## src/hdl/sdr_pkg.sv

```systemverilog
package sdr_pkg;

   localparam logic [1:0] KIND_WRITE   = 2'd0;
   localparam logic [1:0] KIND_REQUEST = 2'd1;
   localparam logic [1:0] KIND_DONE    = 2'd2;

   localparam logic [1:0] PH_WAIT  = 2'd0;
   localparam logic [1:0] PH_START = 2'd1;
   localparam logic [1:0] PH_DOWN  = 2'd2;
   localparam logic [1:0] PH_DONE  = 2'd3;

   localparam logic [1:0] REG_RETRY  = 2'd0;
   localparam logic [1:0] REG_SETTLE = 2'd1;
   localparam logic [1:0] REG_POLL   = 2'd2;

   localparam logic [15:0] RETRY_RESET  = 16'd100;
   localparam logic [15:0] SETTLE_RESET = 16'd10;
   localparam logic [15:0] POLL_RESET   = 16'd100;

   typedef struct packed {
      logic [15:0] retry_ticks;
      logic [15:0] settle_ticks;
      logic [15:0] poll_ticks;
   } cfg_type;

   typedef struct packed {
      logic [1:0]  kind;
      logic [13:0] write_address;
      logic [7:0]  write_data;
      logic [7:0]  request_index;
      logic        last;
   } rsp_type;

   typedef struct packed {
      logic       clearing;
      logic [1:0] phase;
   } stat_type;

endpackage

```

## src/hdl/sdr_ram.sv

```systemverilog
module sdr_ram #(
   parameter int WIDTH = 1,
   parameter int DEPTH = 64
) (
   input  logic                                   clock,
   input  logic                                   wr_en,
   input  logic [(DEPTH > 1 ? $clog2(DEPTH) : 1)-1:0] wr_addr,
   input  logic [WIDTH-1:0]                       wr_data,
   input  logic                                   rd_en,
   input  logic [(DEPTH > 1 ? $clog2(DEPTH) : 1)-1:0] rd_addr,
   output logic [WIDTH-1:0]                       rd_data
);

   logic [WIDTH-1:0] mem_ff [DEPTH];
   logic [WIDTH-1:0] rd_data_ff;

   always_ff @(posedge clock) begin
      if (wr_en) begin
         mem_ff[wr_addr] <= wr_data;
      end
      if (rd_en) begin
         rd_data_ff <= mem_ff[rd_addr];
      end
   end

   assign rd_data = rd_data_ff;

endmodule

```

## src/hdl/sdr_ctrl.sv

```systemverilog
module sdr_ctrl
   import sdr_pkg::*;
#(
   parameter int MAX_SLICES = 64
) (
   input  logic                                             clock,
   input  logic                                             reset,
   input  logic                                             req_valid,
   output logic                                             req_stall,
   input  logic                                             req_mode,
   input  logic [7:0]                                       req_slice_index,
   input  logic [7:0]                                       req_slice_total,
   input  logic [7:0]                                       req_slice_size,
   input  logic [7:0]                                       req_byte_offset,
   input  logic [7:0]                                       req_data_byte,
   input  logic                                             req_last_byte,
   input  logic                                             req_link_stable,
   input  cfg_type                                          cfg,
   output logic                                             rsp_valid,
   input  logic                                             rsp_stall,
   output rsp_type                                          rsp,
   output stat_type                                         stat,
   output logic                                             map_wr_en,
   output logic [(MAX_SLICES > 1 ? $clog2(MAX_SLICES) : 1)-1:0] map_wr_addr,
   output logic                                             map_wr_data,
   output logic                                             map_rd_en,
   output logic [(MAX_SLICES > 1 ? $clog2(MAX_SLICES) : 1)-1:0] map_rd_addr,
   input  logic                                             map_rd_data
);

   localparam int AW = (MAX_SLICES > 1) ? $clog2(MAX_SLICES) : 1;
   localparam logic [7:0] MaxSlc  = 8'(MAX_SLICES);
   localparam logic [7:0] MaxLast = 8'(MAX_SLICES - 1);

   localparam logic [2:0] ST_CLEAR    = 3'd0;
   localparam logic [2:0] ST_IDLE     = 3'd1;
   localparam logic [2:0] ST_LOOK     = 3'd2;
   localparam logic [2:0] ST_SCAN_RD  = 3'd3;
   localparam logic [2:0] ST_SCAN_CHK = 3'd4;
   localparam logic [2:0] ST_SCAN_END = 3'd5;

   logic [2:0]  state_ff, state_in;
   logic [1:0]  phase_ff, phase_in;
   logic [6:0]  stored_ff, stored_in;
   logic [15:0] countdown_ff, countdown_in;
   logic        armed_ff, armed_in;
   logic        ok_ff, ok_in;
   logic        mid_ff, mid_in;
   logic [7:0]  scan_ff, scan_in;
   logic [7:0]  limit_ff, limit_in;
   logic [7:0]  pend_ff, pend_in;
   logic        have_pend_ff, have_pend_in;
   logic        rsp_valid_ff, rsp_valid_in;
   rsp_type     rsp_ff, rsp_in;

   logic [7:0]  h_idx_ff, h_idx_in;
   logic [7:0]  h_total_ff, h_total_in;
   logic [7:0]  h_size_ff, h_size_in;
   logic [7:0]  h_off_ff, h_off_in;
   logic [7:0]  h_data_ff, h_data_in;
   logic        h_last_ff, h_last_in;

   logic        out_free;
   logic        accept;
   logic [7:0]  mul_a, mul_b, off_sel;
   logic [15:0] addr_full;
   logic [7:0]  lim_calc;
   logic [7:0]  scan_nx;
   logic        hdr;
   logic        ok_new;
   logic        emit;
   rsp_type     emit_rsp;

   assign out_free  = !rsp_valid_ff || !rsp_stall;
   assign req_stall = !(state_ff == ST_IDLE && out_free);
   assign accept    = req_valid && !req_stall;

   // shared address multiplier: held fields while deciding a first byte
   assign mul_a     = (state_ff == ST_LOOK) ? h_size_ff : req_slice_size;
   assign mul_b     = (state_ff == ST_LOOK) ? h_idx_ff : req_slice_index;
   assign off_sel   = (state_ff == ST_LOOK) ? h_off_ff : req_byte_offset;
   assign addr_full = (16'(mul_a) * 16'(mul_b)) + 16'(off_sel);

   assign lim_calc  = ({1'b0, stored_ff} < MaxSlc) ? {1'b0, stored_ff} : MaxSlc;
   assign scan_nx   = scan_ff + 8'd1;
   assign hdr       = (h_idx_ff < h_total_ff) && (h_total_ff <= MaxSlc);

   always_comb begin
      state_in     = state_ff;
      phase_in     = phase_ff;
      stored_in    = stored_ff;
      countdown_in = countdown_ff;
      armed_in     = armed_ff;
      ok_in        = ok_ff;
      mid_in       = mid_ff;
      scan_in      = scan_ff;
      limit_in     = limit_ff;
      pend_in      = pend_ff;
      have_pend_in = have_pend_ff;
      h_idx_in     = h_idx_ff;
      h_total_in   = h_total_ff;
      h_size_in    = h_size_ff;
      h_off_in     = h_off_ff;
      h_data_in    = h_data_ff;
      h_last_in    = h_last_ff;
      ok_new       = 1'b0;
      emit         = 1'b0;
      emit_rsp     = '0;
      map_wr_en    = 1'b0;
      map_wr_addr  = scan_ff[AW-1:0];
      map_wr_data  = 1'b0;
      map_rd_en    = 1'b0;
      map_rd_addr  = scan_ff[AW-1:0];

      case (state_ff)
         ST_CLEAR: begin
            map_wr_en = 1'b1;
            if (scan_ff == MaxLast) begin
               scan_in  = 8'd0;
               state_in = ST_IDLE;
            end else begin
               scan_in = scan_nx;
            end
         end
         ST_IDLE: begin
            if (accept) begin
               if (req_mode) begin
                  if (!armed_ff || phase_ff == PH_DONE) begin
                     armed_in = 1'b0;
                  end else if (countdown_ff > 16'd1) begin
                     countdown_in = countdown_ff - 16'd1;
                  end else if (phase_ff == PH_WAIT && !req_link_stable) begin
                     countdown_in = cfg.poll_ticks;
                  end else if (phase_ff == PH_WAIT || phase_ff == PH_START) begin
                     phase_in      = PH_START;
                     countdown_in  = cfg.retry_ticks;
                     emit          = 1'b1;
                     emit_rsp.kind = KIND_REQUEST;
                     emit_rsp.last = 1'b1;
                  end else begin
                     limit_in     = lim_calc;
                     scan_in      = 8'd0;
                     have_pend_in = 1'b0;
                     state_in     = (lim_calc == 8'd0) ? ST_SCAN_END : ST_SCAN_RD;
                  end
               end else if (mid_ff) begin
                  mid_in = !req_last_byte;
                  if (ok_ff && req_byte_offset < req_slice_size) begin
                     emit                   = 1'b1;
                     emit_rsp.kind          = KIND_WRITE;
                     emit_rsp.write_address = addr_full[13:0];
                     emit_rsp.write_data    = req_data_byte;
                     emit_rsp.last          = 1'b1;
                  end
               end else begin
                  h_idx_in    = req_slice_index;
                  h_total_in  = req_slice_total;
                  h_size_in   = req_slice_size;
                  h_off_in    = req_byte_offset;
                  h_data_in   = req_data_byte;
                  h_last_in   = req_last_byte;
                  map_rd_en   = 1'b1;
                  map_rd_addr = req_slice_index[AW-1:0];
                  state_in    = ST_LOOK;
               end
            end
         end
         ST_LOOK: begin
            if (out_free) begin
               map_wr_addr = h_idx_ff[AW-1:0];
               map_wr_data = 1'b1;
               if (phase_ff == PH_START && hdr) begin
                  map_wr_en    = 1'b1;
                  stored_in    = h_total_ff[6:0];
                  phase_in     = PH_DOWN;
                  countdown_in = 16'd0;
                  armed_in     = 1'b1;
                  ok_new       = 1'b1;
               end else if (phase_ff == PH_DOWN && hdr && h_idx_ff < {1'b0, stored_ff}
                            && !map_rd_data) begin
                  map_wr_en    = 1'b1;
                  countdown_in = cfg.settle_ticks;
                  armed_in     = 1'b1;
                  ok_new       = 1'b1;
               end
               ok_in  = ok_new;
               mid_in = !h_last_ff;
               if (ok_new && h_off_ff < h_size_ff) begin
                  emit                   = 1'b1;
                  emit_rsp.kind          = KIND_WRITE;
                  emit_rsp.write_address = addr_full[13:0];
                  emit_rsp.write_data    = h_data_ff;
                  emit_rsp.last          = 1'b1;
               end
               state_in = ST_IDLE;
            end
         end
         ST_SCAN_RD: begin
            map_rd_en = 1'b1;
            state_in  = ST_SCAN_CHK;
         end
         ST_SCAN_CHK: begin
            if (out_free) begin
               // a missing slice is held back until it is known whether it is the final one
               if (!map_rd_data) begin
                  if (have_pend_ff) begin
                     emit                   = 1'b1;
                     emit_rsp.kind          = KIND_REQUEST;
                     emit_rsp.request_index = pend_ff;
                  end
                  pend_in      = scan_ff;
                  have_pend_in = 1'b1;
               end
               scan_in  = scan_nx;
               state_in = (scan_nx == limit_ff) ? ST_SCAN_END : ST_SCAN_RD;
            end
         end
         ST_SCAN_END: begin
            if (out_free) begin
               emit          = 1'b1;
               emit_rsp.last = 1'b1;
               if (have_pend_ff) begin
                  emit_rsp.kind          = KIND_REQUEST;
                  emit_rsp.request_index = pend_ff;
                  countdown_in           = cfg.retry_ticks;
               end else begin
                  emit_rsp.kind = KIND_DONE;
                  phase_in      = PH_DONE;
                  armed_in      = 1'b0;
                  countdown_in  = 16'd0;
               end
               scan_in  = 8'd0;
               state_in = ST_IDLE;
            end
         end
         default: begin
            state_in = ST_IDLE;
         end
      endcase

      rsp_valid_in = emit || (rsp_valid_ff && rsp_stall);
      rsp_in       = emit ? emit_rsp : rsp_ff;
   end

   always_ff @(posedge clock) begin
      if (reset) begin
         state_ff     <= ST_CLEAR;
         phase_ff     <= PH_WAIT;
         stored_ff    <= 7'd0;
         countdown_ff <= 16'd0;
         armed_ff     <= 1'b1;
         ok_ff        <= 1'b0;
         mid_ff       <= 1'b0;
         scan_ff      <= 8'd0;
         limit_ff     <= 8'd0;
         have_pend_ff <= 1'b0;
         rsp_valid_ff <= 1'b0;
      end else begin
         state_ff     <= state_in;
         phase_ff     <= phase_in;
         stored_ff    <= stored_in;
         countdown_ff <= countdown_in;
         armed_ff     <= armed_in;
         ok_ff        <= ok_in;
         mid_ff       <= mid_in;
         scan_ff      <= scan_in;
         limit_ff     <= limit_in;
         have_pend_ff <= have_pend_in;
         rsp_valid_ff <= rsp_valid_in;
      end
   end

   always_ff @(posedge clock) begin
      pend_ff    <= pend_in;
      rsp_ff     <= rsp_in;
      h_idx_ff   <= h_idx_in;
      h_total_ff <= h_total_in;
      h_size_ff  <= h_size_in;
      h_off_ff   <= h_off_in;
      h_data_ff  <= h_data_in;
      h_last_ff  <= h_last_in;
   end

   assign rsp_valid     = rsp_valid_ff;
   assign rsp           = rsp_ff;
   assign stat.clearing = (state_ff == ST_CLEAR);
   assign stat.phase    = phase_ff;

endmodule

```

## src/hdl/sliced_download_reassembler.sv

```systemverilog
// Reassembles an image sent as numbered slices and asks again for missing ones. Each slice
// byte (req_mode low) of an accepted packet with byte_offset below slice_size comes out as a
// write at slice_size*slice_index+byte_offset; timer ticks (req_mode high) drive the request
// and retry logic. Later bytes of a packet need no map read; the first byte is held while the
// received-slice map in a single-port-read RAM is read before the packet is accepted or
// dropped. A tick that fires in the downloading phase walks that map, reading and then
// checking one entry at a time, over min(slice count, MAX_SLICES) entries. After reset the
// map is cleared entry by entry while req_stall stays high; csr writes are taken at any time.
// An item is only taken while the result register is free or being emptied.
module sliced_download_reassembler
   import sdr_pkg::*;
#(
   parameter int MAX_SLICES = 64
) (
   input  logic        clock,
   input  logic        reset,
   input  logic        req_valid,
   output logic        req_stall,
   input  logic        req_mode,
   input  logic [7:0]  req_slice_index,
   input  logic [7:0]  req_slice_total,
   input  logic [7:0]  req_slice_size,
   input  logic [7:0]  req_byte_offset,
   input  logic [7:0]  req_data_byte,
   input  logic        req_last_byte,
   input  logic        req_link_stable,
   output logic        rsp_valid,
   input  logic        rsp_stall,
   output logic [1:0]  rsp_kind,
   output logic [13:0] rsp_write_address,
   output logic [7:0]  rsp_write_data,
   output logic [7:0]  rsp_request_index,
   output logic        rsp_last,
   input  logic        csr_write_enable,
   input  logic [1:0]  csr_index,
   input  logic [15:0] csr_write_data
);

   localparam int AW = (MAX_SLICES > 1) ? $clog2(MAX_SLICES) : 1;

   logic [15:0] retry_ff, retry_in;
   logic [15:0] settle_ff, settle_in;
   logic [15:0] poll_ff, poll_in;
   cfg_type     cfg;
   rsp_type     rsp;
   stat_type    stat;

   logic          map_wr_en;
   logic [AW-1:0] map_wr_addr;
   logic          map_wr_data;
   logic          map_rd_en;
   logic [AW-1:0] map_rd_addr;
   logic          map_rd_data;

   always_comb begin
      retry_in  = retry_ff;
      settle_in = settle_ff;
      poll_in   = poll_ff;
      if (csr_write_enable) begin
         case (csr_index)
            REG_RETRY:  retry_in  = csr_write_data;
            REG_SETTLE: settle_in = csr_write_data;
            REG_POLL:   poll_in   = csr_write_data;
            default:    retry_in  = retry_ff;
         endcase
      end
   end

   always_ff @(posedge clock) begin
      if (reset) begin
         retry_ff  <= RETRY_RESET;
         settle_ff <= SETTLE_RESET;
         poll_ff   <= POLL_RESET;
      end else begin
         retry_ff  <= retry_in;
         settle_ff <= settle_in;
         poll_ff   <= poll_in;
      end
   end

   assign cfg.retry_ticks  = retry_ff;
   assign cfg.settle_ticks = settle_ff;
   assign cfg.poll_ticks   = poll_ff;

   sdr_ram #(
      .WIDTH (1),
      .DEPTH (MAX_SLICES)
   ) u_map (
      .clock   (clock),
      .wr_en   (map_wr_en),
      .wr_addr (map_wr_addr),
      .wr_data (map_wr_data),
      .rd_en   (map_rd_en),
      .rd_addr (map_rd_addr),
      .rd_data (map_rd_data)
   );

   sdr_ctrl #(
      .MAX_SLICES (MAX_SLICES)
   ) u_ctrl (
      .clock           (clock),
      .reset           (reset),
      .req_valid       (req_valid),
      .req_stall       (req_stall),
      .req_mode        (req_mode),
      .req_slice_index (req_slice_index),
      .req_slice_total (req_slice_total),
      .req_slice_size  (req_slice_size),
      .req_byte_offset (req_byte_offset),
      .req_data_byte   (req_data_byte),
      .req_last_byte   (req_last_byte),
      .req_link_stable (req_link_stable),
      .cfg             (cfg),
      .rsp_valid       (rsp_valid),
      .rsp_stall       (rsp_stall),
      .rsp             (rsp),
      .stat            (stat),
      .map_wr_en       (map_wr_en),
      .map_wr_addr     (map_wr_addr),
      .map_wr_data     (map_wr_data),
      .map_rd_en       (map_rd_en),
      .map_rd_addr     (map_rd_addr),
      .map_rd_data     (map_rd_data)
   );

   assign rsp_kind          = rsp.kind;
   assign rsp_write_address = rsp.write_address;
   assign rsp_write_data    = rsp.write_data;
   assign rsp_request_index = rsp.request_index;
   assign rsp_last          = rsp.last;

`ifndef ASSERT_OFF
   a_clear_quiet: assert property (@(posedge clock) disable iff (reset)
      stat.clearing |-> (req_stall && !rsp_valid))
      else $error("item taken or result shown during map clear");

   a_kind_legal: assert property (@(posedge clock) disable iff (reset)
      rsp_valid |-> (rsp_kind == KIND_WRITE || rsp_kind == KIND_REQUEST
                     || rsp_kind == KIND_DONE))
      else $error("result with undefined kind");

   a_done_sticks: assert property (@(posedge clock) disable iff (reset)
      stat.phase == PH_DONE |=> stat.phase == PH_DONE)
      else $error("left finished phase");

   a_write_fields: assert property (@(posedge clock) disable iff (reset)
      (rsp_valid && rsp_kind == KIND_WRITE) |-> (rsp_request_index == 8'd0 && rsp_last))
      else $error("write result with request index or not last");
`endif

endmodule
```

## config.mk

```make
export PLATFORM = sky130hd
export DESIGN_NAME = sliced_download_reassembler
export DESIGN_NICKNAME = d
export VERILOG_FILES = /design/src/hdl/sdr_pkg.sv /design/src/hdl/sdr_ram.sv /design/src/hdl/sdr_ctrl.sv /design/src/hdl/sliced_download_reassembler.sv
export SDC_FILE = /design/constraint.sdc
export NUM_CORES = 1
export LEC_CHECK = 0
export BUFFER_PORTS_ARGS = -buffer_cell sky130_fd_sc_hd__buf_4
export CAP_MARGIN = 20
export CORE_ASPECT_RATIO = 0.8
export CORE_MARGIN = 4
export CORE_UTILIZATION = 30
export DETAILED_ROUTE_END_ITERATION = 16
export PLACE_DENSITY = 0.56
export RECOVER_POWER = 100
export SLEW_MARGIN = 20
export SYNTH_ARGS = -nofsm -noshare
export SYNTH_HDL_FRONTEND = slang
export SYNTH_SLANG_ARGS = --single-unit
```

## constraint.sdc

```tcl
create_clock -name clock -period 7.7 [get_ports clock]
set_input_delay 0.77 -clock clock [delete_from_list [all_inputs] [get_ports clock]]
set_output_delay 0.77 -clock clock [all_outputs]
set_load 0.01 [all_outputs]
```

== Word-level counts from Yosys, hierarchy flattened ==
Memories as Yosys holds them, arrays and structs flattened. A register that Yosys moved wholly into a read port is not among the register bits.
Cells that the tools add are included.
Storage, ports and cells
  bits in registers: 179
  RAM bits: 64
  input port bits: 66
  output and inout port bits: 35
  word-level logic and storage cells: 259
  memories: 1
Memories
  u_map.mem_ff: depth 64, bits a word 1, rd ports 1, clocked after memory_dff 1, write ports 1, line sdr_ram.sv:14  | logic [WIDTH-1:0] mem_ff [DEPTH];
Operators by class
  $add $sub $neg: 3
  multiply operators: 1
  magnitude comparators: 7
  eq/ne operators: 36
  muxes and demuxes: 131
  bitwise operators: 7
  reductions and logical operators: 47
Operators by type and width (number)
  $mux 16: 11
  $mux 8: 15
  $mux 22: 4
  $mux 1: 48
  $mux 24: 2
  $pmux 16 s3: 1
  $pmux 22 s2: 1
  $mux 3: 12
  $mux 6: 6
  $mux 2: 17
  $pmux 8 s4: 1
  $reduce_and 9->1: 3
  $lt 8x8->1: 3
  $ne 2x2->1 const B: 11
  $ne 3x3->1 const B: 6
  $gt 16x1->1 const B: 1
  $pmux 8 s2: 1
  $reduce_and 8->1: 2
  $sub 16x1->16 const B: 1
  $pmux 3 s5: 1
  $add 14x8->14: 1
  $mul 8x8->14: 1
  $ne 2x1->1 const B: 6
  $logic_and 1x1->1: 11
  34 further kinds: 66

== Depth between registers and ports, before layout ==
Gate-level depths: netlist of the first run.
  depth after elaboration: 14
  gate-level depth with buffers: 24
  mapped depth without buffers: 23

== Cells and area by module ==
From an unflattened synthesis of the first run, not the netlist that was laid out.
Unflattened totals
  cells, all modules: 1415
  area total of the unflattened synthesis: 14564.0 µm²
By module, submodules not included
  sdr_ctrl: instances 1, cells an instance 1028, area each 9673.0 µm², sequential area each 3423.3 µm²
  sdr_ram: instances 1, cells an instance 205, area each 2946.6 µm², sequential area each 1951.9 µm²
  sliced_download_reassembler: instances 1, cells an instance 182, area each 1944.4 µm², sequential area each 960.9 µm²

== Worst setup path before layout of the first run ==
No wires, ideal clock.
  path type: register to register
  from: register u_ctrl.state_ff[2]
  to: register u_ctrl.rsp_ff (netlist bit u_ctrl.rsp[30]), data pin
  setup time: 266 ps
  arrival time: 5191 ps
  data required time: 7434 ps
  path slack: 2243 ps
  cell stages (with the launch flop): 20
  path buffers: 1
  period minus slack after synthesis: 5457 ps
  path through: dfxtp_1 nor2_1 nand2_1 clkbuf_1 mux2i_1 or2_2 fa_1 fa_1 inv_1 fa_1 inv_1 fa_1 inv_1 ha_1 a21boi_0 o21ai_0 a21oi_1 a31oi_1 xnor2_1 nor2_1
RTL lines
  start, declared: line sdr_ctrl.sv:42  | logic [2:0] state_ff, state_in;
  start signal, assigned: line sdr_ctrl.sv:259  | state_ff <= state_in;
  end signal, assigned: line sdr_ctrl.sv:275  | rsp_ff <= rsp_in;
  end, declared: line sdr_ctrl.sv:54  | rsp_type rsp_ff, rsp_in;

==> results.md, run 1 <==
* Via density at approximately 5.2
* HPWL Detailed at 26700 µm
* Root Driver: clkbuf_16
* Final number of max-transition violations at 65
* GRT Util Overall at between 15 and 20%
* Num CTS Buffers at 27
* R2R setup slack at 0.80 ns
* Clock sinks at 243
* Core area at 44900 µm²
* Net Sw Power at 1.05 mW
* Final min period at 6.90 ns
* Status: finished with violations
* Int Pwr at 2.51 mW
* Period utilisation layout at roughly nine tenths
* PortBufs at 100
* Most common cell after layout, fill and taps aside: nand2_1
* Dpl ws at 1.26 ns
* RSZ-0062 raised after global routing: false
* Crit path required time at 7.96 ns
* Die ar. at 49400 µm²
* Flop pwr share at roughly 40%
* Critical path's most frequent cell: fa_1
* Area grow syn2layout at 14.1%
* Row count at between 60 and 70
* Hold Path Depth at 1
* Mapped Cells at around 1400
* Slew @ Worst Pin at roughly 2.7 ns
* DIE HEIGHT at 200 µm
* Setup TNS at 0 ns
* Hold Slack at approximately 0.4 ns
* Crit-path slowest cell: clkbuf_1
* RD Place Congestion at 0.877
* Final wirelength at 38100 µm
* Clock transition at path regs at 0.06 ns
* Top delay family on crit path: adder cells
* I/O pin count at 101
* WHS Endpoint: u_ctrl.h_total_ff[3]$_DFFE_PP_
* Post-route cell area at 15700 µm²
* Total number of yosys warnings at 0
* Worst VDD drop at 156 µV
* Critical path type: flip-flop to flip-flop
* Worst Setup Start Kind: flip-flop
* Share of cells above drive strength 1 at 6.42%
* Fmax at 145 MHz
* Peak fanout along the critical path at 15
* Setup ws final at 0.797 ns
* Commonest cells after routing, fill and taps aside: 196 x nand2_1, 160 x nor2_1, 147 x edfxtp_1, 102 x inv_1, 96 x dfxtp_1
* Depth of the CTS H-tree at 1
* Failing checks: capacitance limit, slew limit
* CTS Buffer Depth at 3
* Remaining routing DRC violations at 0
* Slowest stage delay, CP at 0.68 ns
* # setup viols final at 0
* Post-synth EDFFs at 147
* Reg-to-reg startpoint: u_ctrl.state_ff[2]$_SDFFE_PP0P_
* Vias at around 11000
* Largest net degree at the start of global routing at 97
* Post-CTS Resized at 0
* WP buf/inv at 3
* Synth Register Bits at 243
* # Max-Cap Violations at 3
* Clock Power Share at 37.6%
* Final net count at 1659
* Switching Share at 29.5%
* Final Hold Viols at 0
* WL per Instance at 18.0 µm
* CP Cell Sequence: nor2_1, and2_0, clkbuf_1, nand2_1, nand2_1, nand2b_1, fa_1, inv_1, fa_1, ha_1, inv_1, fa_1, fa_1, nor2b_1, o21ai_0, a21boi_0, o21ai_0, a21oi_1, a31oi_1, xnor2_1, nor2_1
* Worst hold path startpoint: req_slice_total[3]
* Clock network latency to the later pin of the worst-skew pair at 0.57 ns
* Sequential area share after synthesis at about 46%
* Crit. End Element: flip-flop
* Syn avg cell area at 9.75 µm²
* CTS tree: built
* Synthesized area at roughly 14000 µm²
* First-pass GRT wire length at 59500 µm
* DRT Pass-1 Iters at 8
* Synth cell types at 76
* Worst R2R End: u_ctrl.rsp[30]$_DFFE_PP_
* Primary FF master, synth: edfxtp_1
* Routed Antenna Nets at 0
* Final Skew at 0.0315 ns
* Cts hold-fix bufs at 0
* Post-synth ARST share at 0%
* CP Launch Point: u_ctrl.state_ff[2]$_SDFFE_PP0P_
* Filler cells at 4658
* Arrival time worst endpoint at 7.16 ns
* Leak at 5.98 nW
* Vias in the first global route at 10400
* Initial antenna violation count at 3
* Placed Area at 15200 µm²
* Hold Path Class: primary input to flip-flop
* Tot Pwr at 3.56 mW
* DR iter-0 viols at 1174
* GRT overflow at 0
* R2R depth at 21
* Comb pwr share at 22.6%
* PwrDens at 227 nW/µm²
* Post-CTS Setup Inserts at 0
* Starting Density at a little under a third
* Post-synthesis net count at 1580
* Relative slew slack at -80.9%
* Die width at 248 µm
==> how the worst max path moves through the flow <==
stage | endpoint | slack [ns] | cells past startpoint
2_1_floorplan | u_ctrl.rsp[30]$_DFFE_PP_ | 2.24 | 19
4_1_cts | u_ctrl.rsp[30]$_DFFE_PP_ | 1.21 | 18
6_report | u_ctrl.rsp[30]$_DFFE_PP_ | 0.80 | 21
3_5_place_dp | u_ctrl.rsp[30]$_DFFE_PP_ | 1.26 | 18
3_3_place_gp | u_ctrl.rsp[30]$_DFFE_PP_ | 1.43 | 19
5_1_grt | u_ctrl.rsp[30]$_DFFE_PP_ | 0.47 | 21
==> flip-flops by register name, indices dropped and copies added (netlist names), 8 cells and up <==
name / count
u_map.mem_ff: 64
u_ctrl.rsp: 33
poll_ff: 16
retry_ff: 16
settle_ff: 16
u_ctrl.countdown_ff: 16
u_ctrl.h_data_ff: 8
u_ctrl.h_idx_ff: 8
u_ctrl.h_off_ff: 8
u_ctrl.h_size_ff: 8
u_ctrl.h_total_ff: 8
u_ctrl.pend_ff: 8
u_ctrl.scan_ff: 8
==> Yosys cell counts, types with 15 or more instances <==
library cell	count	share of area, %
nor3_1	40	1.5
ha_1	59	5.4
a211oi_1	17	0.93
nand2_1	196	5.3
a21oi_1	93	3.4
inv_1	102	2.8
edfxtp_1	147	32
nand2b_1	25	1.1
nor2b_1	15	0.68
clkbuf_1	56	1.5
nor2_1	160	4.4
mux2i_1	49	3.6
dfxtp_1	96	14
fa_1	43	6.3
xnor2_1	19	1.2
o21ai_0	23	0.84
nor4_1	15	0.68
nand3_1	27	0.98
nand3b_1	19	1.0
==> power by group through the flow <==
stage | Sequential, mW | Combinational, mW | Clock (mW)
after floorplan | 1.44 | 0.621 | 0
after global placement | 1.45 | 0.805 | 0
after detailed placement | 1.45 | 0.817 | 0
after CTS | 1.42 | 0.825 | 1.38
after global routing | 1.42 | 0.920 | 1.43
final | 1.42 | 0.803 | 1.34
==> cell families (layout without fill, tap and decap cells) <==
kind of cell    Yosys count  in the layout  share of synthesized area (%)
other cells               0              2                              0
xor+xnor                 28             28                           1.78
simple gates            574            574                           19.9
buf+inv                 165            265                           4.56
mux                      55             55                           4.40
flops                   243            243                           46.0
fa+ha+maj               102            102                           11.6
compound gates          245            245                           11.8
==> routing by layer <==
layer  up-vias  wire (µm)  GRT usage (%)
met4         2        751           3.34
met5         -         13              0
li1       5163          -              -
met2       391      16300           22.5
met1      5301      18100           22.9
met3        46       3040           3.06
==> final cells by class <==
cell class | count | area (µm²) | share of cell area, %
Tap cell | 603 | 754 | 4.80
Clock buffer | 35 | 709 | 4.51
Antenna cell | 2 | 5.00 | 0.0318
Sequential cell | 243 | 6340 | 40.3
Inverter | 102 | 383 | 2.44
Timing Repair Buffer | 113 | 563 | 3.58
Multi-Input combinational cell | 1004 | 6770 | 43.1
Clock inverter | 15 | 193 | 1.23
==> per-stage QoR <==
stage | utilization (%) | cells
after floorplan | - | 1412
after global placement | 33.7 | 2064
after detailed placement | 33.7 | 2064
after CTS | 35.8 | 2114
after global routing | 35.0 | 2117
final | 35.0 | 2117
No activity file was read; power rests on OpenSTA's default activity.
==> inputs of run 2 (changes only) <==
--- a/config.mk
+++ b/config.mk
@@ -5,6 +5,7 @@
 export SDC_FILE = /design/constraint.sdc
 export NUM_CORES = 1
 export LEC_CHECK = 0
+export ABC_AREA = 1
 export BUFFER_PORTS_ARGS = -buffer_cell sky130_fd_sc_hd__buf_4
 export CAP_MARGIN = 20
 export CORE_ASPECT_RATIO = 0.8
==> run 2 against run 1 <==
Critical path type unchanged. Non-clock buffer count is 5 lower. Core utilization is 0.66 points lower. Die area rose by 3.2%. The flow still finishes with violations (capacitance limit, slew limit). Fmax grew 11%. Register-to-register slack improved by 0.69 ns.
==> results.md, run 2 <==
* Clock network latency to the later pin of the worst-skew pair at 0.57 ns (about the same)
* Via density at 4.80 (was 5.15)
* Remaining routing DRC violations at 0 (unchanged)
* Final net count at 1973 (was 1659)
* Hold Path Class: primary input to flip-flop (unchanged)
* Root Driver: clkbuf_16 (unchanged)
* Synth cell types at 49 (was 76)
* Depth of the CTS H-tree at 1 (unchanged)
* GRT overflow at 0 (unchanged)
* Placed instance count at 2396 (was 2064)
* Final wirelength at 40300 µm (was 38100 µm)
* Filler cells at 4942 (was 4658)
* Cts hold-fix bufs at 0 (unchanged)
* PwrDens at 211 nW/µm² (was 227 nW/µm²)
* Synth Register Bits at 243 (unchanged)
* Die width at 252 µm (was 248 µm)
* Most common cell after layout, fill and taps aside: nand2_1 (unchanged)
* # Max-Cap Violations at 4 (was 3)
* Most common cell in the netlist: nand2_1 (unchanged)
* Fmax at 161 MHz (was 145 MHz)
* Share of cells above drive strength 1 at 6.24% (was 6.42%)
* Post-CTS Resized at 0 (unchanged)
* R2R setup slack at 1.48 ns (was 0.80 ns)
* Setup TNS at 0 ns (unchanged)
* Arrival time worst endpoint at 6.54 ns (was 7.16 ns)
* DIE HEIGHT at 203 µm (was 200 µm)
* Relative slew slack at -106% (was -80.9%)
* HPWL Detailed at 29500 µm (was 26700 µm)
* Top reg by flops: u_map.mem_ff (unchanged)
* Slew @ Worst Pin at 3.09 ns (was 2.71 ns)
* Post-synth top area share at 31.0% (was 32.0%)
* Post-route cell area at 16100 µm² (was 15700 µm²)
* Failing checks: capacitance limit, slew limit (unchanged)
* Critical Path End: u_ctrl.rsp[30]$_DFFE_PP_ (unchanged)
* Dpl ws at 1.78 ns (was 1.26 ns)
* Post-synth EDFFs at 147 (unchanged)
* Utilization of the core after routing at 34.4% (was 35.0%)
* Largest net degree at the start of global routing at 82 (was 97)
* Total number of yosys warnings at 0 (unchanged)
* CTS Buffer Depth at 3 (unchanged)
* Reg-to-reg startpoint: u_ctrl.state_ff[0]$_SDFFE_PP0P_ (was u_ctrl.state_ff[2]$_SDFFE_PP0P_)
* Final Hold Viols at 0 (unchanged)
* I/O pin count at 101 (unchanged)
* Final Non-Filler Cells at 2446 (was 2117)
* Vias in the first global route at 11100 (was 10400)
* Synth top cells by count: 335 x nand2_1, 263 x nor2_1, 207 x inv_1, 147 x edfxtp_1, 137 x nand3_1 (was 196 x nand2_1, 160 x nor2_1, 147 x edfxtp_1, 102 x inv_1, 96 x dfxtp_1)
* Crit path required time at 8.02 ns (was 7.96 ns)
* Max reg flops at 64 (unchanged)
* First-pass GRT wire length at 63600 µm (was 59500 µm)
* DRT Pass-1 Iters at 5 (was 8)
* Leak at 6.76 nW (was 5.98 nW)
* Worst R2R End: u_ctrl.rsp[30]$_DFFE_PP_ (unchanged)
* Mapped Cells at 1714 (was 1412)
* Seq. cell area at 6340 µm² (unchanged)
* Final number of max-transition violations at 227 (was 65)
* Routed Antenna Nets at 0 (unchanged)
* Initial antenna violation count at 0 (was 3)
* Synth area leader: edfxtp_1 (unchanged)
* Worst Setup Start Kind: flip-flop (unchanged)
* Clock transition at path regs at 0.07 ns (was 0.06 ns)
* Die ar. at 51000 µm² (was 49400 µm²)
* Peak fanout along the critical path at 45 (was 15)
* DR iter-0 viols at 1138 (was 1174)
* Area of the multi-input gates at 6700 µm² (was 6770 µm²)
* Hold Path Depth at 1 (unchanged)
* Post-synth ARST share at 0% (unchanged)
* GRT Util Overall at 15.6% (was 15.2%)
* Crit. End Element: flip-flop (unchanged)
* RSZ-0062 raised after global routing: false (unchanged)
* Area grow syn2layout at 13.4% (was 14.1%)
* Post-CTS Setup Inserts at 0 (unchanged)
* Primary FF master, synth: edfxtp_1 (unchanged)
* Status: finished with violations (unchanged)
* Num CTS Buffers at 27 (unchanged)
* R2R depth at 21 (unchanged)
* Row count at 71 (was 69)
* Vias at 11700 (was 10900)
* Ant. Diodes at 0 (was 2)
* Clock sinks at 243 (unchanged)
* PortBufs at 100 (unchanged)
* Worst VDD drop at 157 µV (was 156 µV)
* Post-synthesis net count at 1882 (was 1580)
* WL per Instance at 16.5 µm (was 18.0 µm)
* Core area at 47000 µm² (was 44900 µm²)
* Setup ws final at 1.48 ns (was 0.797 ns)
* Sequential area share after synthesis at 44.5% (was 46.0%)
* Most area-consuming cells after synthesis: edfxtp_1 31%, dfxtp_1 14%, nand2_1 8.8%, nor2_1 6.9%, fa_1 6.0% (was edfxtp_1 32%, dfxtp_1 14%, fa_1 6.3%, ha_1 5.4%, nand2_1 5.3%)
* RD Place Congestion at 0.930 (was 0.877)
* Final min period at 6.22 ns (was 6.90 ns)
* CTS tree: built (unchanged)
* Final Skew at 0.0261 ns (was 0.0315 ns)
* # setup viols final at 0 (unchanged)
* Critical path type: flip-flop to flip-flop (unchanged)
* Placed Area at 15600 µm² (was 15200 µm²)
* CP Launch Point: u_ctrl.state_ff[0]$_SDFFE_PP0P_ (was u_ctrl.state_ff[2]$_SDFFE_PP0P_)
* Period utilisation layout at 80.7% (was 89.7%)
* Syn avg cell area at 8.30 µm² (was 9.75 µm²)
* Commonest cells after routing, fill and taps aside: 339 x nand2_1, 268 x nor2_1, 210 x inv_1, 147 x edfxtp_1, 138 x nand3_1 (was 196 x nand2_1, 160 x nor2_1, 147 x edfxtp_1, 102 x inv_1, 96 x dfxtp_1)
* Starting Density at 30.3% (was 30.7%)
* Synthesized area at 14200 µm² (was 13800 µm²)
-- run 2: metal layers --
| layer | vias up | track usage, % | share of wire (%) |
|---|---|---|---|
| met4 | 0 | 2.38 | 1.2 |
| met2 | 374 | 22.0 | 40 |
| met5 | - | 0 | 0 |
| met1 | 5512 | 24.8 | 50 |
| li1 | 5810 | - | - |
| met3 | 34 | 3.02 | 8.6 |
-- run 2: power by group --
| group | internal, mW | switching (mW) | total, mW | leakage (nW) |
|---|---|---|---|---|
| clock | 0.788 | 0.541 | 1.33 | 0.458 |
| combinational | 0.257 | 0.427 | 0.684 | 4.28 |
| sequential | 1.38 | 0.0100 | 1.39 | 2.03 |
| total | 2.43 | 0.979 | 3.41 | 6.76 |
-- run 2: worst max-delay path: stages (launching register included) --
cell	delay, ns
dfxtp_1	0.37
nor2_1	0.16
nand2_2	0.54
o21ai_0	0.97
nand2_1	0.20
fa_1	0.57
inv_1	0.05
fa_1	0.49
inv_1	0.05
fa_1	0.46
fa_1	0.55
inv_1	0.04
ha_1	0.30
inv_1	0.09
o31ai_1	0.44
nand4_1	0.13
nand2_1	0.13
a21oi_1	0.07
o21bai_1	0.16
nand2_1	0.07
nand2_1	0.08
nor2_1	0.04
-- run 2: how the worst min path moves through the flow --
| stage | startpoint | to | slack (ns) |
|---|---|---|---|
| finish | req_last_byte | u_ctrl.h_last_ff$_DFFE_PP_ | 0.41 |
| global route | req_data_byte[4] | u_ctrl.h_data_ff[4]$_DFFE_PP_ | 0.39 |
| CTS | req_data_byte[4] | u_ctrl.h_data_ff[4]$_DFFE_PP_ | 0.36 |
| detailed placement | poll_ff[6]$_SDFFE_PP1P_ | poll_ff[6]$_SDFFE_PP1P_ | 0.44 |
| global placement | poll_ff[6]$_SDFFE_PP1P_ | poll_ff[6]$_SDFFE_PP1P_ | 0.44 |
| floorplan | poll_ff[6]$_SDFFE_PP1P_ | poll_ff[6]$_SDFFE_PP1P_ | 0.42 |
-- run 2: cell families (layout without fill, tap and decap cells) --
kind of cell             Yosys count  count (layout)  synth area share (%)
AO/OA/AOI/OAI                    251             251                  9.78
XOR/XNOR                          33              33                  2.03
adder cells (fa/ha/maj)          102             102                  11.2
buffers and inverters            275             387                  7.44
flip-flops                       243             243                  44.5
multiplexers                      10              10                 0.703
AND/OR/NAND/NOR                  800             800                  24.3
-- run 2: per-stage QoR --
stage	total power, mW	hold slack, ns
CTS	3.46	0.358
global route	3.60	0.386
floorplan	1.92	0.424
global placement	2.11	0.438
detailed placement	2.11	0.444
finish	3.41	0.407
-- run 2: layout make-up --
cell class / count / share of cell area [%]
clock buffer: 43 / 5.25
clock inverter: 7 / 0.457
inverter: 229 / 5.32
multi-input combinational: 1196 / 41.5
sequential: 243 / 39.2
tap: 620 / 4.81
timing repair buffer: 108 / 3.42
==> inputs of run 3 (changes only) <==
==> constraint.sdc (replaced) <==
create_clock -name clock -period 6.48 [get_ports clock]
set_input_delay 0.648 -clock clock [delete_from_list [all_inputs] [get_ports clock]]
set_output_delay 0.648 -clock clock [all_outputs]
set_load 0.01 [all_outputs]
==> run 3 against run 2 <==
Largest power group unchanged. Clock skew up 0.0025 ns. Total power up 17%. Combinational power up 13%. The flow still finishes with violations (capacitance limit, slew limit). Wire length up 2.2%. Core utilization about the same. Sequential cell count unchanged. Sequential power up 19%. Register-to-register slack worse by 0.70 ns. Fmax up 9.2%. Hold slack worse by 0.11 ns. Non-clock buffer count up 1. Final cell count about the same.
==> results.md, run 3 (synthesis gave the netlist of run 2 again) <==
* Status: finished with violations (unchanged)
* Failing checks: capacitance limit, slew limit (unchanged)
* Critical Path End: u_ctrl.rsp[29]$_DFFE_PP_ (was u_ctrl.rsp[30]$_DFFE_PP_)
* Hold Slack at 0.293 ns (was 0.407 ns)
* Row count at 71 (unchanged)
* Reg-to-reg startpoint: u_ctrl.state_ff[0]$_SDFFE_PP0P_ (unchanged)
* Via density at 4.82 (was 4.80)
* Share of cells above drive strength 1 at 6.52% (was 6.24%)
* Utilization of the core after routing at 34.3% (was 34.4%)
* Worst hold path startpoint: req_data_byte[7] (was req_last_byte)
* R2R setup slack at 0.79 ns (was 1.48 ns)
* Clock transition at path regs at 0.07 ns (about the same)
* CP Launch Point: u_ctrl.state_ff[0]$_SDFFE_PP0P_ (unchanged)
* GRT Util Overall at 15.7% (was 15.6%)
* Placed instance count at 2397 (was 2396)
* Slew @ Worst Pin at 2.66 ns (was 3.09 ns)
* Core area at 47000 µm² (unchanged)
* Initial antenna violation count at 0 (unchanged)
* Worst Setup Start Kind: flip-flop (unchanged)
* RD Place Congestion at 0.946 (was 0.930)
* Dpl ws at 0.755 ns (was 1.78 ns)
* Routed Antenna Nets at 0 (unchanged)
* Largest net degree at the start of global routing at 67 (was 82)
* Die ar. at 51000 µm² (unchanged)
* Cts hold-fix bufs at 0 (unchanged)
* Arrival time worst endpoint at 5.99 ns (was 6.54 ns)
* HPWL Detailed at 30100 µm (was 29500 µm)
* Final Non-Filler Cells at 2444 (was 2446)
* Hold Path Depth at 1 (unchanged)
* PwrDens at 247 nW/µm² (was 211 nW/µm²)
* Hold Path Class: primary input to flip-flop (unchanged)
* Relative slew slack at -77.3% (was -106%)
* Leak at 6.80 nW (was 6.76 nW)
* Setup TNS at 0 ns (unchanged)
* Period utilisation layout at 87.9% (was 80.7%)
* RSZ-0062 raised after global routing: false (unchanged)
* WL per Instance at 16.8 µm (was 16.5 µm)
* Max reg flops at 64 (unchanged)
* Vias in the first global route at 11200 (was 11100)
* Clock network latency to the later pin of the worst-skew pair at 0.57 ns (about the same)
* Peak fanout along the critical path at 34 (was 45)
* Worst VDD drop at 193 µV (was 157 µV)
* Post-CTS Setup Inserts at 0 (unchanged)
* Final net count at 1973 (unchanged)
* Die width at 252 µm (unchanged)
* Final Hold Viols at 0 (unchanged)
* Area grow syn2layout at 13.3% (was 13.4%)
* Final min period at 5.69 ns (was 6.22 ns)
* # Max-Cap Violations at 4 (unchanged)
* Most common cell after layout, fill and taps aside: nand2_1 (unchanged)
* PortBufs at 100 (unchanged)
* Depth of the CTS H-tree at 1 (unchanged)
* Root Driver: clkbuf_16 (unchanged)
* Tot Pwr at 3.99 mW (was 3.41 mW)
* Post-CTS Resized at 0 (unchanged)
* DIE HEIGHT at 203 µm (unchanged)
* Starting Density at 30.3% (unchanged)
* Final number of max-transition violations at 204 (was 227)
* DR iter-0 viols at 1017 (was 1138)
* Final wirelength at 41200 µm (was 40300 µm)
* Vias at 11800 (was 11700)
* Post-route cell area at 16100 µm² (about the same)
* # setup viols final at 0 (unchanged)
* Ant. Diodes at 0 (unchanged)
* I/O pin count at 101 (unchanged)
* Final Skew at 0.0286 ns (was 0.0261 ns)
* Clock sinks at 243 (unchanged)
* CTS Buffer Depth at 3 (unchanged)
* Worst R2R End: u_ctrl.rsp[29]$_DFFE_PP_ (was u_ctrl.rsp[30]$_DFFE_PP_)
* GRT overflow at 0 (unchanged)
* Setup ws final at 0.786 ns (was 1.48 ns)
* Crit path required time at 6.78 ns (was 8.02 ns)
* Commonest cells after routing, fill and taps aside: 339 x nand2_1, 268 x nor2_1, 210 x inv_1, 147 x edfxtp_1, 138 x nand3_1 (unchanged)
* R2R depth at 22 (was 21)
* Crit. End Element: flip-flop (unchanged)
* Num CTS Buffers at 26 (was 27)
* Remaining routing DRC violations at 0 (unchanged)
* Fmax at 176 MHz (was 161 MHz)
* CTS tree: built (unchanged)
* Top reg by flops: u_map.mem_ff (unchanged)
* First-pass GRT wire length at 64000 µm (was 63600 µm)
* DRT Pass-1 Iters at 7 (was 5)
* Critical path type: flip-flop to flip-flop (unchanged)
* Placed Area at 15600 µm² (about the same)
## run 3: where the power goes
part	switching (mW)	internal [mW]	leakage (nW)
combinational	0.473	0.301	4.33
sequential	0.0124	1.64	2.03
clock	0.667	0.896	0.434
## run 3: how the worst min path moves through the flow
stage	endpoint	slack, ns
6_report	u_ctrl.h_data_ff[7]$_DFFE_PP_	0.29
5_1_grt	u_ctrl.h_data_ff[7]$_DFFE_PP_	0.27
2_1_floorplan	poll_ff[6]$_SDFFE_PP1P_	0.42
3_5_place_dp	poll_ff[6]$_SDFFE_PP1P_	0.44
4_1_cts	u_ctrl.h_data_ff[7]$_DFFE_PP_	0.24
3_3_place_gp	poll_ff[6]$_SDFFE_PP1P_	0.44
## run 3: critical path, cell delays in order, from the launching register on
cell	delay, ns
dfxtp_1	0.37
nor2_1	0.17
nand2_2	0.41
buf_4	0.35
o21ai_0	0.49
inv_1	0.19
nor2_1	0.17
fa_1	0.45
fa_1	0.47
fa_1	0.54
inv_1	0.05
fa_1	0.52
inv_1	0.04
ha_1	0.34
nand2_1	0.09
nor3_1	0.14
nand2_1	0.07
o211ai_1	0.14
nand2_1	0.08
nand2_1	0.06
a21oi_1	0.06
xor2_1	0.16
a21oi_2	0.05
## run 3: cell type report
class | count | area, µm²
Tap cell | 620 | 776
Sequential cell | 243 | 6340
Fill cell | 4993 | 30900
Multi-Input combinational cell | 1196 | 6700
Clock buffer | 33 | 741
Timing Repair Buffer | 109 | 571
Clock inverter | 14 | 146
Inverter | 229 | 860
## run 3: metal layers
layer	share of wire (%)	GRT usage [%]	wire length, µm
met3	7.1	3.47	2930
met4	1.6	3.15	670
met2	41	22.8	17000
met5	0	0	0
met1	50	23.9	20500
